`src/hdl/ssfc_pkg.sv`:
```
`default_nettype none
package ssfc_pkg;

    // receive buffer size in bytes
    localparam int MAX_FRAME = 256;
    localparam int IDX_W     = $clog2(MAX_FRAME + 2);
    localparam int LEN_W     = 16;
    localparam int SUM_W     = LEN_W + 1;

    localparam logic [7:0]  HDR_A    = 8'hff;
    localparam logic [7:0]  HDR_B    = 8'hfd;
    localparam logic [15:0] CRC_POLY = 16'h8005;

    // item kinds
    localparam logic KIND_BYTE    = 1'b0;
    localparam logic KIND_TIMEOUT = 1'b1;

    // configuration register indexes
    localparam int          CFG_IDX_W         = 2;
    localparam logic [1:0]  REG_RESPONSE_MODE = 2'd0;
    localparam logic [1:0]  REG_DATA_BYTES    = 2'd1;

    // response modes
    localparam logic MODE_WRITE_ACK = 1'b0;
    localparam logic MODE_READ      = 1'b1;

    typedef struct packed {
        logic       kind;
        logic [7:0] rx_byte;
    } t_in_item;

    typedef struct packed {
        logic        header_bad;
        logic        crc_bad;
        logic        length_bad;
        logic [6:0]  servo_error;
        logic [31:0] read_data;
        logic        data_valid;
    } t_out_item;

    // frame verdict from the tracker
    typedef struct packed {
        logic        header_bad;
        logic        crc_bad;
        logic        length_bad;
        logic [7:0]  status_byte;
        logic [31:0] data_capture;
    } t_frame_status;

    // one byte step of crc-16, msb first
    function automatic logic [15:0] crc_byte(input logic [15:0] crc, input logic [7:0] b);
        logic [15:0] c;
        c = crc ^ {b, 8'h00};
        for (int k = 0; k < 8; k++) begin
            if (c[15]) begin
                c = {c[14:0], 1'b0} ^ CRC_POLY;
            end else begin
                c = {c[14:0], 1'b0};
            end
        end
        return c;
    endfunction

endpackage
`default_nettype wire

```
`src/hdl/ssfc_tracker.sv`:
```
`default_nettype none
module ssfc_tracker
    import ssfc_pkg::*;
(
    input  wire logic          i_clk,
    input  wire logic          i_rst_n,
    input  wire logic          i_take,
    input  wire logic [7:0]    i_byte,
    input  wire logic          i_clear,
    input  wire logic [2:0]    i_data_bytes,
    output t_frame_status      o_status
);

    logic [IDX_W-1:0] r_idx, n_idx;
    logic [15:0]      r_crc, n_crc;
    logic [LEN_W-1:0] r_len, n_len;
    logic             r_hdr_ok, n_hdr_ok;
    logic [15:0]      r_rx_crc, n_rx_crc;
    logic [7:0]       r_status, n_status;
    logic [31:0]      r_data, n_data;

    logic [SUM_W-1:0] w_idx_x;
    logic [SUM_W-1:0] w_len_x;
    logic [SUM_W-1:0] w_total;
    logic [2:0]       w_nbytes;
    logic [1:0]       w_off;

    assign w_idx_x  = SUM_W'(r_idx);
    assign w_len_x  = SUM_W'(r_len);
    assign w_total  = w_len_x + SUM_W'(7);
    assign w_nbytes = (i_data_bytes > 3'd4) ? 3'd4 : i_data_bytes;
    assign w_off    = 2'(r_idx - IDX_W'(9));

    always_comb begin
        n_idx    = r_idx;
        n_crc    = r_crc;
        n_len    = r_len;
        n_hdr_ok = r_hdr_ok;
        n_rx_crc = r_rx_crc;
        n_status = r_status;
        n_data   = r_data;
        if (i_clear) begin
            n_idx    = '0;
            n_crc    = '0;
            n_len    = '0;
            n_hdr_ok = 1'b1;
            n_rx_crc = '0;
            n_status = '0;
            n_data   = '0;
        end else if (i_take) begin
            if (r_idx >= IDX_W'(MAX_FRAME)) begin
                // buffer full, byte dropped
                n_idx = IDX_W'(MAX_FRAME + 1);
            end else begin
                if (r_idx < IDX_W'(2) && i_byte != HDR_A) begin
                    n_hdr_ok = 1'b0;
                end
                if (r_idx == IDX_W'(2) && i_byte != HDR_B) begin
                    n_hdr_ok = 1'b0;
                end
                if (r_idx == IDX_W'(5)) begin
                    n_len[7:0] = i_byte;
                end
                if (r_idx == IDX_W'(6)) begin
                    n_len[15:8] = i_byte;
                end
                if (r_idx < IDX_W'(7) || w_idx_x < w_len_x + SUM_W'(5)) begin
                    n_crc = crc_byte(r_crc, i_byte);
                end
                if (r_idx >= IDX_W'(7)) begin
                    if (w_idx_x == w_len_x + SUM_W'(4)) begin
                        n_status = i_byte;
                    end
                    if (w_idx_x == w_len_x + SUM_W'(5)) begin
                        n_rx_crc[7:0] = i_byte;
                    end
                    if (w_idx_x == w_len_x + SUM_W'(6)) begin
                        n_rx_crc[15:8] = i_byte;
                    end
                    if (r_idx >= IDX_W'(9) && w_idx_x < SUM_W'(9) + SUM_W'(w_nbytes)
                            && w_idx_x < w_len_x + SUM_W'(5)) begin
                        case (w_off)
                            2'd0:    n_data[7:0]   = r_data[7:0]   | i_byte;
                            2'd1:    n_data[15:8]  = r_data[15:8]  | i_byte;
                            2'd2:    n_data[23:16] = r_data[23:16] | i_byte;
                            default: n_data[31:24] = r_data[31:24] | i_byte;
                        endcase
                    end
                end
                n_idx = r_idx + IDX_W'(1);
            end
        end
    end

    always_ff @(posedge i_clk) begin
        if (!i_rst_n) begin
            r_idx    <= '0;
            r_crc    <= '0;
            r_len    <= '0;
            r_hdr_ok <= 1'b1;
            r_rx_crc <= '0;
            r_status <= '0;
            r_data   <= '0;
        end else begin
            r_idx    <= n_idx;
            r_crc    <= n_crc;
            r_len    <= n_len;
            r_hdr_ok <= n_hdr_ok;
            r_rx_crc <= n_rx_crc;
            r_status <= n_status;
            r_data   <= n_data;
        end
    end

    always_comb begin
        o_status.header_bad   = !r_hdr_ok || r_idx < IDX_W'(3);
        o_status.crc_bad      = r_len < LEN_W'(3) || w_idx_x < w_total || r_crc != r_rx_crc;
        o_status.length_bad   = r_len < LEN_W'(3) || w_idx_x != w_total
                                || w_total > SUM_W'(MAX_FRAME)
                                || r_idx > IDX_W'(MAX_FRAME);
        o_status.status_byte  = r_status;
        o_status.data_capture = r_data;
    end

endmodule
`default_nettype wire

```
`config.mk`:
```
export PLATFORM = sky130hd
export DESIGN_NAME = ssfc_tracker
export DESIGN_NICKNAME = d
export VERILOG_FILES = /design/src/hdl/ssfc_pkg.sv /design/src/hdl/ssfc_tracker.sv
export SDC_FILE = /design/constraint.sdc
export NUM_CORES = 1
export LEC_CHECK = 0
export BUFFER_PORTS_ARGS = -buffer_cell sky130_fd_sc_hd__clkbuf_2
export CAP_MARGIN = 10
export CORE_ASPECT_RATIO = 1.2
export CORE_MARGIN = 2
export CORE_UTILIZATION = 45
export DETAILED_ROUTE_END_ITERATION = 6
export GPL_ROUTABILITY_DRIVEN = 1
export GPL_TIMING_DRIVEN = 0
export HOLD_SLACK_MARGIN = 0.08
export MAX_ROUTING_LAYER = met4
export SETUP_SLACK_MARGIN = 0.4
export SLEW_MARGIN = 40
export SYNTH_ARGS = -nofsm -noshare
export SYNTH_HDL_FRONTEND = slang
export SYNTH_SLANG_ARGS = --single-unit
```
`constraint.sdc`:
```
create_clock -name i_clk -period 5.2 [get_ports i_clk]
set_input_delay 0 -clock i_clk [delete_from_list [all_inputs] [get_ports i_clk]]
set_output_delay 0 -clock i_clk [all_outputs]
set_load 0.01 [all_outputs]
```
==> results.py, run 1 <==
metrics = {
    "hold_path": {
        "hold_class": "in -> reg",
        "min_from": "i_clear",
        "hold_end": "r_crc[15]",
        "whs_path_depth": 4,
    },
    "cts": {
        "path_clk_slew_ns": 0.07,
        "cts-buffers-inserted": 9,
        "max-clock-path-buffers": 2,
        "cts-root-buf": "clkbuf_16",
        "cts_tree": "yes",
        "clkLatencyLatePin_ns": 0.35,
        "cts.sinks": 98,
        "htree_levels": 3,
    },
    "placement": {
        "routabilityCongestion": 0.937,
        "hpwl_mm": 13.9,
        "port-buffer-count": 57,
        "pre_cts_ws_ns": 1.21,
        "place_area_um2": 6650,
    },
    "logic_synthesis": {
        "syn_avg_cell_area_um2": 8.53,
        "synthArstFlopShare_pct": 0,
        "yosysMostFrequentCell": "nor2_1",
        "ys_warn_count": 0,
        "synth_edf_count": 0,
        "synthTopCellsByArea": "dfxtp_1 (32%), mux2i_1 (8.1%), ha_1 (7.5%)",
        "ys_ff_latch": 98,
        "ys.flop_type": "dfxtp_1",
        "syn_inst": 720,
        "ys_seq_area_share_pct": 31.9,
        "synth_top_area_cell": "dfxtp_1",
        "synth.cell_area_um2": 6140,
        "synth_common_cells": "nor2_1 (110), dfxtp_1 (98), mux2i_1 (50), clkbuf_1 (39), xnor2_1 (39)",
        "yosys.area.top_type_share_pct": 31.9,
        "yosysUniqueCellTypes": 62,
        "syn-num-nets": 772,
    },
    "global_routing": {
        "overflow": 0,
        "grt_pass1_wl_mm": 29.3,
        "antenna_found_initial": 0,
        "gr-usage-all-layers_pct": 25.5,
        "grt_pass1_vias": 5602,
        "grt_start_max_net_pins": 19,
    },
    "timing": {
        "min_period_over_period_pct": 85.3,
        "rsz0062_at_grt": "no",
        "worst_slack_ns": 0.766,
        "setup_viol": 0,
        "timing.fmax_mhz": 226,
        "fin_skew_ns": 0.0109,
        "min_period_ns": 4.43,
        "hold_viol": 0,
        "relSlewSlack_pct": 42.7,
        "worstMarginPinSlew_ns": 0.859,
        "tns_ns": 0,
        "final_max_slew_viol_count": 0,
    },
    "worst_setup_path": {
        "worst-r2r-cell-count": 16,
        "path_class": "reg -> reg",
        "reg2reg_to": "r_crc[15]",
        "end_kind": "register",
        "cp_max_fo": 11,
        "arrival_ns": 4.68,
        "r2r_slack_ns": 0.77,
        "required_ns": 5.44,
        "start_kind": "register",
        "worstReg2RegStart": "r_len[2]",
    },
    "cells_and_area": {
        "syn_to_final_growth_pct": 13.8,
        "diodes": 0,
        "register_area_um2": 1960,
        "fin_nets": 843,
        "multi_input_area_um2": 3870,
        "drive_above_1_share_pct": 13.4,
        "final_area_um2": 6990,
        "fillers": 1295,
    },
    "run": {
        "cap_violations": 0,
    },
    "detailed_routing": {
        "drt_iter0_markers": 347,
        "routed_wl_mm": 18.3,
        "drc_errors": 0,
        "postRouteAntennaNets": 0,
        "wl_per_cell_um": 19.0,
        "drt-pass1-iter-count": 5,
        "vias_per_cell": 5.84,
        "vias": 5632,
    },
    "pwr": {
        "pwr_density_cell_nw_per_um2": 229,
        "vdd_drop_max_mv": 0.261,
        "leakage_nw": 2.81,
    },
    "die": {
        "dieArea_um2": 14600,
        "initial_core_util_pct": 46.2,
        "die_y_um": 132,
        "ios": 58,
        "core.rowCount": 46,
        "dieWidth_um": 111,
        "fp.coreArea_um2": 13300,
    },
    "outcome": {
        "outcome": "finished, final reports clean",
    },
}
[cell type report]
class | count | area share [%]
Timing Repair Buffer | 60 | 4.51
Inverter | 18 | 0.967
Clock buffer | 9 | 3.22
Tap cell | 168 | 3.01
Clock inverter | 7 | 1.20
Multi-Input combinational cell | 546 | 55.4
Sequential cell | 98 | 28.1
Buffer | 58 | 3.67
[registers in the layout, indices dropped and copies added, names as in the netlist]
signal	flops
r_data	32
r_crc	16
r_len	16
r_rx_crc	16
r_idx	9
r_status	8
r_hdr_ok	1
[layer usage]
| metal | wire [um] | track usage [%] | vias up |
|---|---|---|---|
| met2 | 9100 | 43.5 | 157 |
| met1 | 7890 | 30.9 | 2693 |
| met3 | 713 | 2.85 | 47 |
| met4 | 613 | 10.3 | 0 |
| li1 | - | - | 2735 |
| met5 | 0 | - | - |
[cell families (layout without fill, tap and decap cells)]
group | after synthesis | count (layout) | share of synthesized area (%)
AND/OR/NAND/NOR | 260 | 260 | 21.7
AO/OA/AOI/OAI | 124 | 124 | 14.7
flip-flops | 98 | 98 | 31.9
buffers and inverters | 76 | 152 | 5.27
XOR/XNOR | 75 | 75 | 10.7
multiplexers | 50 | 50 | 8.15
adder cells (fa/ha/maj) | 37 | 37 | 7.54
[through the flow]
step           total power [mW]  utilization, %  instances  hold slack, ns
5_1_grt                    1.64            52.6        964           0.190
3_5_place_dp              0.922            50.0        945           0.285
4_1_cts                    1.60            52.5        964           0.150
2_1_floorplan             0.877               -        720           0.156
6_report                   1.60            52.6        964           0.150
3_3_place_gp              0.918            49.9        945           0.268
[timing repair]
item	in CTS	in global routing
resized for setup	0	1
setup endpoints to repair	0	1
hold buffers	3	0
endpoints found under the hold margin	3	0
buffers inserted	0	0
[how the worst max path moves through the flow]
stage / start / to / slack (ns) / cells past startpoint
floorplan: r_len[2] / r_crc[10] / 2.02 / 15
global placement: r_len[2] / r_crc[7] / 1.19 / 15
detailed placement: r_len[2] / r_crc[9] / 1.21 / 15
CTS: r_len[2] / r_crc[15] / 0.74 / 16
global route: r_len[2] / r_crc[15] / 0.55 / 16
finish: r_len[2] / r_crc[15] / 0.77 / 16
[worst max-delay path: stages, from the launching register on]
cell and delay, ns:
dfxtp_1 0.34, buf_4 0.17, inv_1 0.19, ha_1 0.25, a21oi_1 0.48, xnor2_1 0.18
ha_1 0.33, o211ai_1 0.09, a21oi_1 0.16, nor4_1 0.09, o31a_1 0.27, o41ai_1 0.57
buf_4 0.30, buf_8 0.17, nand4b_1 0.10, dlygate4sd3_1 0.57, o41ai_1 0.06
[report_power, final]
| group | internal (mW) | switching (mW) |
|---|---|---|
| logic | 0.0537 | 0.0853 |
| registers | 0.757 | 0.00977 |
| clock network | 0.382 | 0.310 |
| total | 1.19 | 0.405 |
[layout by cell type (no fill, tap or decap), types with 9 or more instances in the layout]
master	count
a21oi_1	23
a41oi_1	34
and3_1	10
buf_2	13
clkbuf_1	39
clkbuf_16	9
clkbuf_2	57
dfxtp_1	98
ha_1	37
inv_1	18
mux2i_1	50
nand2_1	17
nand3_1	19
nand4_1	29
nor2_1	110
nor3_1	14
nor4_1	11
o21ai_0	22
xnor2_1	39
xor2_1	36
(Power assumes the default switching activity.)
==> run 2: changes to the inputs <==
--- a/config.mk
+++ b/config.mk
@@ -5,16 +5,18 @@
 export SDC_FILE = /design/constraint.sdc
 export NUM_CORES = 1
 export LEC_CHECK = 0
-export BUFFER_PORTS_ARGS = -buffer_cell sky130_fd_sc_hd__clkbuf_2
+export ABC_AREA = 1
 export CAP_MARGIN = 10
 export CORE_ASPECT_RATIO = 1.2
 export CORE_MARGIN = 2
 export CORE_UTILIZATION = 45
 export DETAILED_ROUTE_END_ITERATION = 6
+export DONT_BUFFER_PORTS = 1
 export GPL_ROUTABILITY_DRIVEN = 1
 export GPL_TIMING_DRIVEN = 0
 export HOLD_SLACK_MARGIN = 0.08
 export MAX_ROUTING_LAYER = met4
+export PLACE_DENSITY = 0.58
 export SETUP_SLACK_MARGIN = 0.4
 export SLEW_MARGIN = 40
 export SYNTH_ARGS = -nofsm -noshare
==> run 2 against run 1 <==
Setup slack gained 1.3 ns. Via count grew 11%. Sequential share of layout area shrank 0.83 points. Synthesized area grew 7.2%. Register-to-register slack gained 1.3 ns.
==> results.py, run 2 <==
metrics = {
    "logic_synthesis": {
        "synth.cell_area_um2": 6590,
        "syn-num-nets": 1034,
        "yosysUniqueCellTypes": 38,
        "synth-adder-area-share_pct": 7.03,
        "synth.mux.area_fraction_pct": 0,
        "synth_common_cells": "nand2_1 (184), inv_1 (119), nor2_1 (103), dfxtp_1 (98), a21oi_1 (83)",
        "ys_seq_area_share_pct": 29.8,
        "syn_avg_cell_area_um2": 6.71,
        "ys_warn_count": 0,
        "synthArstFlopShare_pct": 0,
        "yosysMostFrequentCell": "nand2_1",
        "synth-compound-area-share_pct": 11.8,
        "synthTopCellsByArea": "dfxtp_1 (30%), nand2_1 (10%), ha_1 (7.0%)",
        "synth_edf_count": 0,
        "syn_inst": 982,
        "ys_ff_latch": 98,
        "synth_xor_xnor_area_share_pct": 8.38,
        "ys.flop_type": "dfxtp_1",
        "synth_top_area_cell": "dfxtp_1",
        "synth_top_family_by_area": "simple AND/OR/NAND/NOR gates",
        "synth_simple_gate_area_share_pct": 32.3,
        "yosys.area.top_type_share_pct": 29.8,
    },
    "timing": {
        "fin_skew_ns": 0.0104,
        "min_period_ns": 3.16,
        "worstMarginPinSlew_ns": 0.839,
        "hold_slack_ns": 0.116,
        "tns_ns": 0,
        "worst_slack_ns": 2.04,
        "relSlewSlack_pct": 44.1,
        "final_max_slew_viol_count": 0,
        "min_period_over_period_pct": 60.7,
        "setup_viol": 0,
        "rsz0062_at_grt": "no",
        "hold_viol": 0,
        "timing.fmax_mhz": 317,
    },
    "die": {
        "die_y_um": 137,
        "ios": 58,
        "initial_core_util_pct": 45.9,
        "core.rowCount": 48,
        "dieWidth_um": 114,
        "fp.coreArea_um2": 14400,
        "dieArea_um2": 15600,
    },
    "cts": {
        "htree_levels": 3,
        "max-clock-path-buffers": 2,
        "path_clk_slew_ns": 0.07,
        "cts.sinks": 98,
        "cts_tree": "yes",
        "clkLatencyLatePin_ns": 0.36,
        "cts-root-buf": "clkbuf_16",
        "cts_setup_buffers": 0,
        "cts-buffers-inserted": 9,
    },
    "worst_setup_path": {
        "arrival_ns": 3.16,
        "cp_max_fo": 10,
        "required_ns": 5.20,
        "path_class": "reg -> out",
        "worstReg2RegStart": "r_len[2]",
        "end_kind": "output pin",
        "start_kind": "register",
        "crit_start": "r_len[2]",
    },
    "detailed_routing": {
        "vias_per_cell": 5.31,
        "routed_wl_mm": 20.5,
        "postRouteAntennaNets": 0,
        "drt-pass1-iter-count": 5,
        "vias": 6275,
        "drc_errors": 0,
        "drt_iter0_markers": 450,
        "wl_per_cell_um": 17.4,
    },
    "placement": {
        "pre_cts_ws_ns": 2.07,
        "port-buffer-count": 0,
        "hpwl_mm": 16.0,
        "place_area_um2": 6800,
        "routabilityCongestion": 0.984,
        "place_inst": 1157,
    },
    "cells_and_area": {
        "top_register": "r_data",
        "final_area_um2": 7200,
        "fin_nets": 1053,
        "largest_reg_flops": 32,
        "layout_commonest_cell": "nand2_1",
        "diodes": 0,
        "drive_above_1_share_pct": 8.05,
        "layout_common_cells": "nand2_1 (184), inv_1 (119), nor2_1 (103)",
        "final_cells": 1181,
        "syn_to_final_growth_pct": 9.37,
    },
    "global_routing": {
        "antenna_found_initial": 0,
        "gr-usage-all-layers_pct": 27.6,
        "grt_pass1_vias": 5894,
        "overflow": 0,
        "grt_pass1_wl_mm": 32.0,
        "grt_start_max_net_pins": 20,
    },
    "hold_path": {
        "hold_class": "in -> reg",
        "min_from": "i_rst_n",
    },
    "pwr": {
        "power_frac_comb_pct": 7.9,
        "pwr_density_cell_nw_per_um2": 223,
        "power_frac_clock_pct": 44.5,
        "vdd_drop_max_mv": 0.146,
        "seqPwrFrac_pct": 47.5,
        "p_sw_share_pct": 26.4,
        "power.internal_mw": 1.18,
        "p_sw_mw": 0.423,
        "leakage_nw": 3.04,
    },
    "run": {
        "cap_violations": 0,
    },
    "outcome": {
        "outcome": "finished, final reports clean",
    },
}
==> run 2: final cells by class <==
cell class | count | area [um2]
inverter | 126 | 473
clock buffer | 9 | 225
multi-input combinational | 710 | 3920
tap | 175 | 219
clock inverter | 7 | 92.6
fill | 1527 | 7150
timing repair buffer | 8 | 80.1
sequential | 98 | 1960
buffer | 48 | 235
==> run 2: what timing repair did <==
| item | CTS | global route |
|---|---|---|
| hold endpoints to repair | 29 | 0 |
| hold buffers | 8 | 0 |
| resized for setup | 0 | 0 |
| endpoints found under the setup margin | 0 | 0 |
==> run 2: worst paths after layout <==
check	endpoint	slack (ns)	cells after the start
hold / removal	r_data[24]	0.12	4
hold reg to reg	r_hdr_ok	0.48	2
setup / recovery	o_status[40]	2.04	12
setup reg to reg	r_rx_crc[7]	2.06	15
==> run 2: power groups by stage <==
stage	combinational (mW)	clock, mW	sequential (mW)
4_1_cts	0.128	0.726	0.764
3_3_place_gp	0.121	0	0.782
3_5_place_dp	0.122	0	0.782
2_1_floorplan	0.0873	0	0.778
6_report	0.128	0.715	0.764
5_1_grt	0.145	0.753	0.764
==> run 2: logic make-up (layout without fill, tap and decap cells) <==
| family | Yosys count | after routing |
|---|---|---|
| compound gates | 148 | 148 |
| xor+xnor | 63 | 63 |
| fa+ha+maj | 37 | 37 |
| buf+inv | 174 | 198 |
| flops | 98 | 98 |
| simple gates | 462 | 462 |
==> run 2: per-stage QoR <==
stage / power, mW / util (%)
detailed placement: 0.904 / 47.4
floorplan: 0.866 / -
global route: 1.66 / 50.2
finish: 1.61 / 50.2
global placement: 0.903 / 47.4
CTS: 1.62 / 50.2
==> run 2: per-layer routing <==
layer  share of wire, %  track usage [%]
met1                 41             31.9
met2                 51             47.1
met3                3.5             4.21
met4                4.5             12.7
met5                  0                -
==> run 2: worst max-delay path: stages (launching register included) <==
cell	delay, ns
dfxtp_1	0.42
inv_2	0.22
ha_1	0.20
inv_1	0.06
o21ai_0	0.36
nand3_1	0.28
xor2_1	0.24
ha_1	0.33
nand4_1	0.10
nor3_1	0.23
nand4_1	0.12
nor2_1	0.11
nand3_1	0.14
==> run 3: changes to the inputs <==
--- a/config.mk
+++ b/config.mk
@@ -5,7 +5,7 @@
 export SDC_FILE = /design/constraint.sdc
 export NUM_CORES = 1
 export LEC_CHECK = 0
-export ABC_AREA = 1
+export ABC_AREA = 0
 export CAP_MARGIN = 10
 export CORE_ASPECT_RATIO = 1.2
 export CORE_MARGIN = 2
@@ -16,7 +16,7 @@
 export GPL_TIMING_DRIVEN = 0
 export HOLD_SLACK_MARGIN = 0.08
 export MAX_ROUTING_LAYER = met4
-export PLACE_DENSITY = 0.58
+export PLACE_DENSITY = 0.6
 export SETUP_SLACK_MARGIN = 0.4
 export SLEW_MARGIN = 40
 export SYNTH_ARGS = -nofsm -noshare
==> constraint.sdc (replaced) <==
create_clock -name i_clk -period 2.82 [get_ports i_clk]
set_input_delay 0 -clock i_clk [delete_from_list [all_inputs] [get_ports i_clk]]
set_output_delay 0 -clock i_clk [all_outputs]
set_load 0.01 [all_outputs]
==> run 3 against run 2 <==
The flow now finishes with violations (negative setup slack). Setup slack worse by 2.5 ns. Cell count down 20%. Die area down 6.5%. Via count decreased by 9.5%. Largest power group unchanged. Combinational power rose by 120%. Clock-buffer cell count up 2. Critical endpoint unchanged. Design area is 7.9% higher.
==> results.py, run 3 (synthesis gave the netlist of run 1 again) <==
metrics = {
    "cells_and_area": {
        "fin_nets": 826,
        "layout_common_cells": "nor2_1 (108), dfxtp_1 (93), mux2i_1 (49)",
        "final_area_um2": 7770,
        "layout_commonest_cell": "nor2_1",
        "syn_to_final_growth_pct": 26.4,
        "diodes": 0,
        "drive_above_1_share_pct": 21.1,
        "fillers": 1172,
        "top_register": "r_data",
        "largest_reg_flops": 32,
    },
    "detailed_routing": {
        "wl_per_cell_um": 21.1,
        "drt_iter0_markers": 279,
        "vias_per_cell": 6.00,
        "postRouteAntennaNets": 0,
        "drt-pass1-iter-count": 4,
        "drc_errors": 0,
        "vias": 5682,
        "routed_wl_mm": 19.9,
    },
    "cts": {
        "cts_tree": "yes",
        "htree_levels": 3,
        "cts.sinks": 98,
        "max-clock-path-buffers": 2,
        "path_clk_slew_ns": 0.07,
        "clkLatencyLatePin_ns": 0.35,
        "cts-buffers-inserted": 9,
        "cts-root-buf": "clkbuf_16",
    },
    "timing": {
        "worstMarginPinSlew_ns": 0.858,
        "rsz0062_at_grt": "yes",
        "relSlewSlack_pct": 42.8,
        "worst_slack_ns": -0.436,
        "fin_skew_ns": 0.00952,
        "timing.fmax_mhz": 307,
        "setup_viol": 66,
        "final_max_slew_viol_count": 0,
        "min_period_ns": 3.26,
        "min_period_over_period_pct": 115,
        "hold_viol": 0,
    },
    "pwr": {
        "power.internal_mw": 2.22,
        "leakage_nw": 2.93,
        "fin_total_pwr_mw": 2.97,
        "p_sw_mw": 0.746,
        "power_frac_clock_pct": 42.9,
        "power_frac_comb_pct": 9.5,
        "p_sw_share_pct": 25.1,
        "vdd_drop_max_mv": 0.401,
        "seqPwrFrac_pct": 47.6,
        "pwr_density_cell_nw_per_um2": 382,
    },
    "hold_path": {
        "whs_path_depth": 4,
        "min_from": "i_byte[7]",
        "hold_class": "in -> reg",
    },
    "worst_setup_path": {
        "r2r_slack_ns": -0.42,
        "endpoint": "o_status[40]",
        "required_ns": 2.82,
        "arrival_ns": 3.26,
        "worstReg2RegStart": "r_len[3]",
        "path_class": "reg -> out",
        "start_kind": "register",
        "crit_start": "r_len[2]",
        "reg2reg_to": "r_data[9]",
        "worst-r2r-cell-count": 14,
        "end_kind": "output pin",
        "cp_max_fo": 4,
    },
    "die": {
        "dieWidth_um": 111,
        "core.rowCount": 46,
        "ios": 58,
        "initial_core_util_pct": 46.2,
        "die_y_um": 132,
        "dieArea_um2": 14600,
        "fp.coreArea_um2": 13300,
    },
    "global_routing": {
        "antenna_found_initial": 0,
        "gr-usage-all-layers_pct": 27.7,
        "overflow": 0,
        "grt_pass1_wl_mm": 31.3,
        "grt_start_max_net_pins": 17,
        "grt_pass1_vias": 5716,
    },
    "placement": {
        "place_area_um2": 6700,
        "port-buffer-count": 0,
        "hpwl_mm": 14.0,
        "routabilityCongestion": 0.964,
    },
    "run": {
        "cap_violations": 0,
    },
    "outcome": {
        "violations": "negative setup slack",
        "outcome": "complete, but fails checks",
    },
}
## run 3: changes by cell type in the layout (fill, tap and decap cells not counted), moves of 17 or more
| cell | delta |
|---|---|
| o21ai_0 | -21 |
| a21oi_1 | -64 |
| xnor2_1 | +24 |
| buf_4 | +17 |
| xor2_1 | -19 |
| inv_1 | -102 |
| nand4_1 | -22 |
| nand2_1 | -169 |
| mux2i_1 | +49 |
| a41oi_2 | +32 |
| nand3_1 | -53 |
## run 3: worst min-delay path by stage
stage                      to  slack, ns
finish               r_crc[9]       0.09
global route         r_crc[9]       0.12
CTS                  r_crc[9]       0.08
detailed placement  r_crc[15]       0.18
global placement    r_crc[15]       0.17
floorplan           r_crc[15]       0.16
## run 3: worst max-delay path, stage by stage (launching register included)
cell	delay [ns]
dfxtp_2	0.35
buf_8	0.10
clkinvlp_4	0.13
buf_4	0.17
buf_6	0.12
ha_1	0.18
a21boi_2	0.22
nor2_1	0.09
xnor2_1	0.14
ha_1	0.32
nand3_2	0.07
or4b_4	0.50
or4_4	0.51
## run 3: per-stage QoR
step / utilization [%] / hold WS, ns / setup TNS, ns / instances / setup WS, ns
5_1_grt: 58.4 / 0.119 / -30.05 / 947 / -0.552
3_3_place_gp: 50.3 / 0.172 / -34.11 / 888 / -0.775
3_5_place_dp: 50.4 / 0.184 / -35.61 / 888 / -0.799
4_1_cts: 57.3 / 0.0820 / -18.44 / 940 / -0.397
6_report: 58.4 / 0.0850 / -18.82 / 947 / -0.436
2_1_floorplan: - / 0.165 / -1.83 / 720 / -0.0540
## run 3: layout make-up
cell class / count / area [um2] / area share [%]
buffer: 58 / 344 / 4.43
timing repair buffer: 43 / 484 / 6.23
clock inverter: 5 / 61.3 / 0.789
multi-input combinational: 546 / 4380 / 56.4
clock buffer: 11 / 243 / 3.13
sequential: 98 / 1970 / 25.4
inverter: 18 / 71.3 / 0.918
tap: 168 / 210 / 2.71
## run 3: routing by layer
metal	routed length (um)	track usage, %	vias to the layer above
met4	759	13.1	0
met3	953	4.09	47
li1	-	-	2710
met1	8180	32.5	2773
met2	10000	46.8	152
met5	0	-	-
## run 3: repair_timing
item,4_1_cts,5_1_grt
gates cloned,2,2
pin swaps,33,15
buffers inserted,28,5
hold endpoints to repair,13,0
hold buffers,6,0
endpoints found under the setup margin,74,81
resized for setup,55,11
## run 3: power by group through the flow
stage	Clock, mW	Combinational [mW]	Sequential [mW]
2_1_floorplan	0	0.182	1.44
3_3_place_gp	0	0.240	1.45
3_5_place_dp	0	0.244	1.45
4_1_cts	1.28	0.278	1.41
5_1_grt	1.35	0.303	1.41
6_report	1.27	0.283	1.41
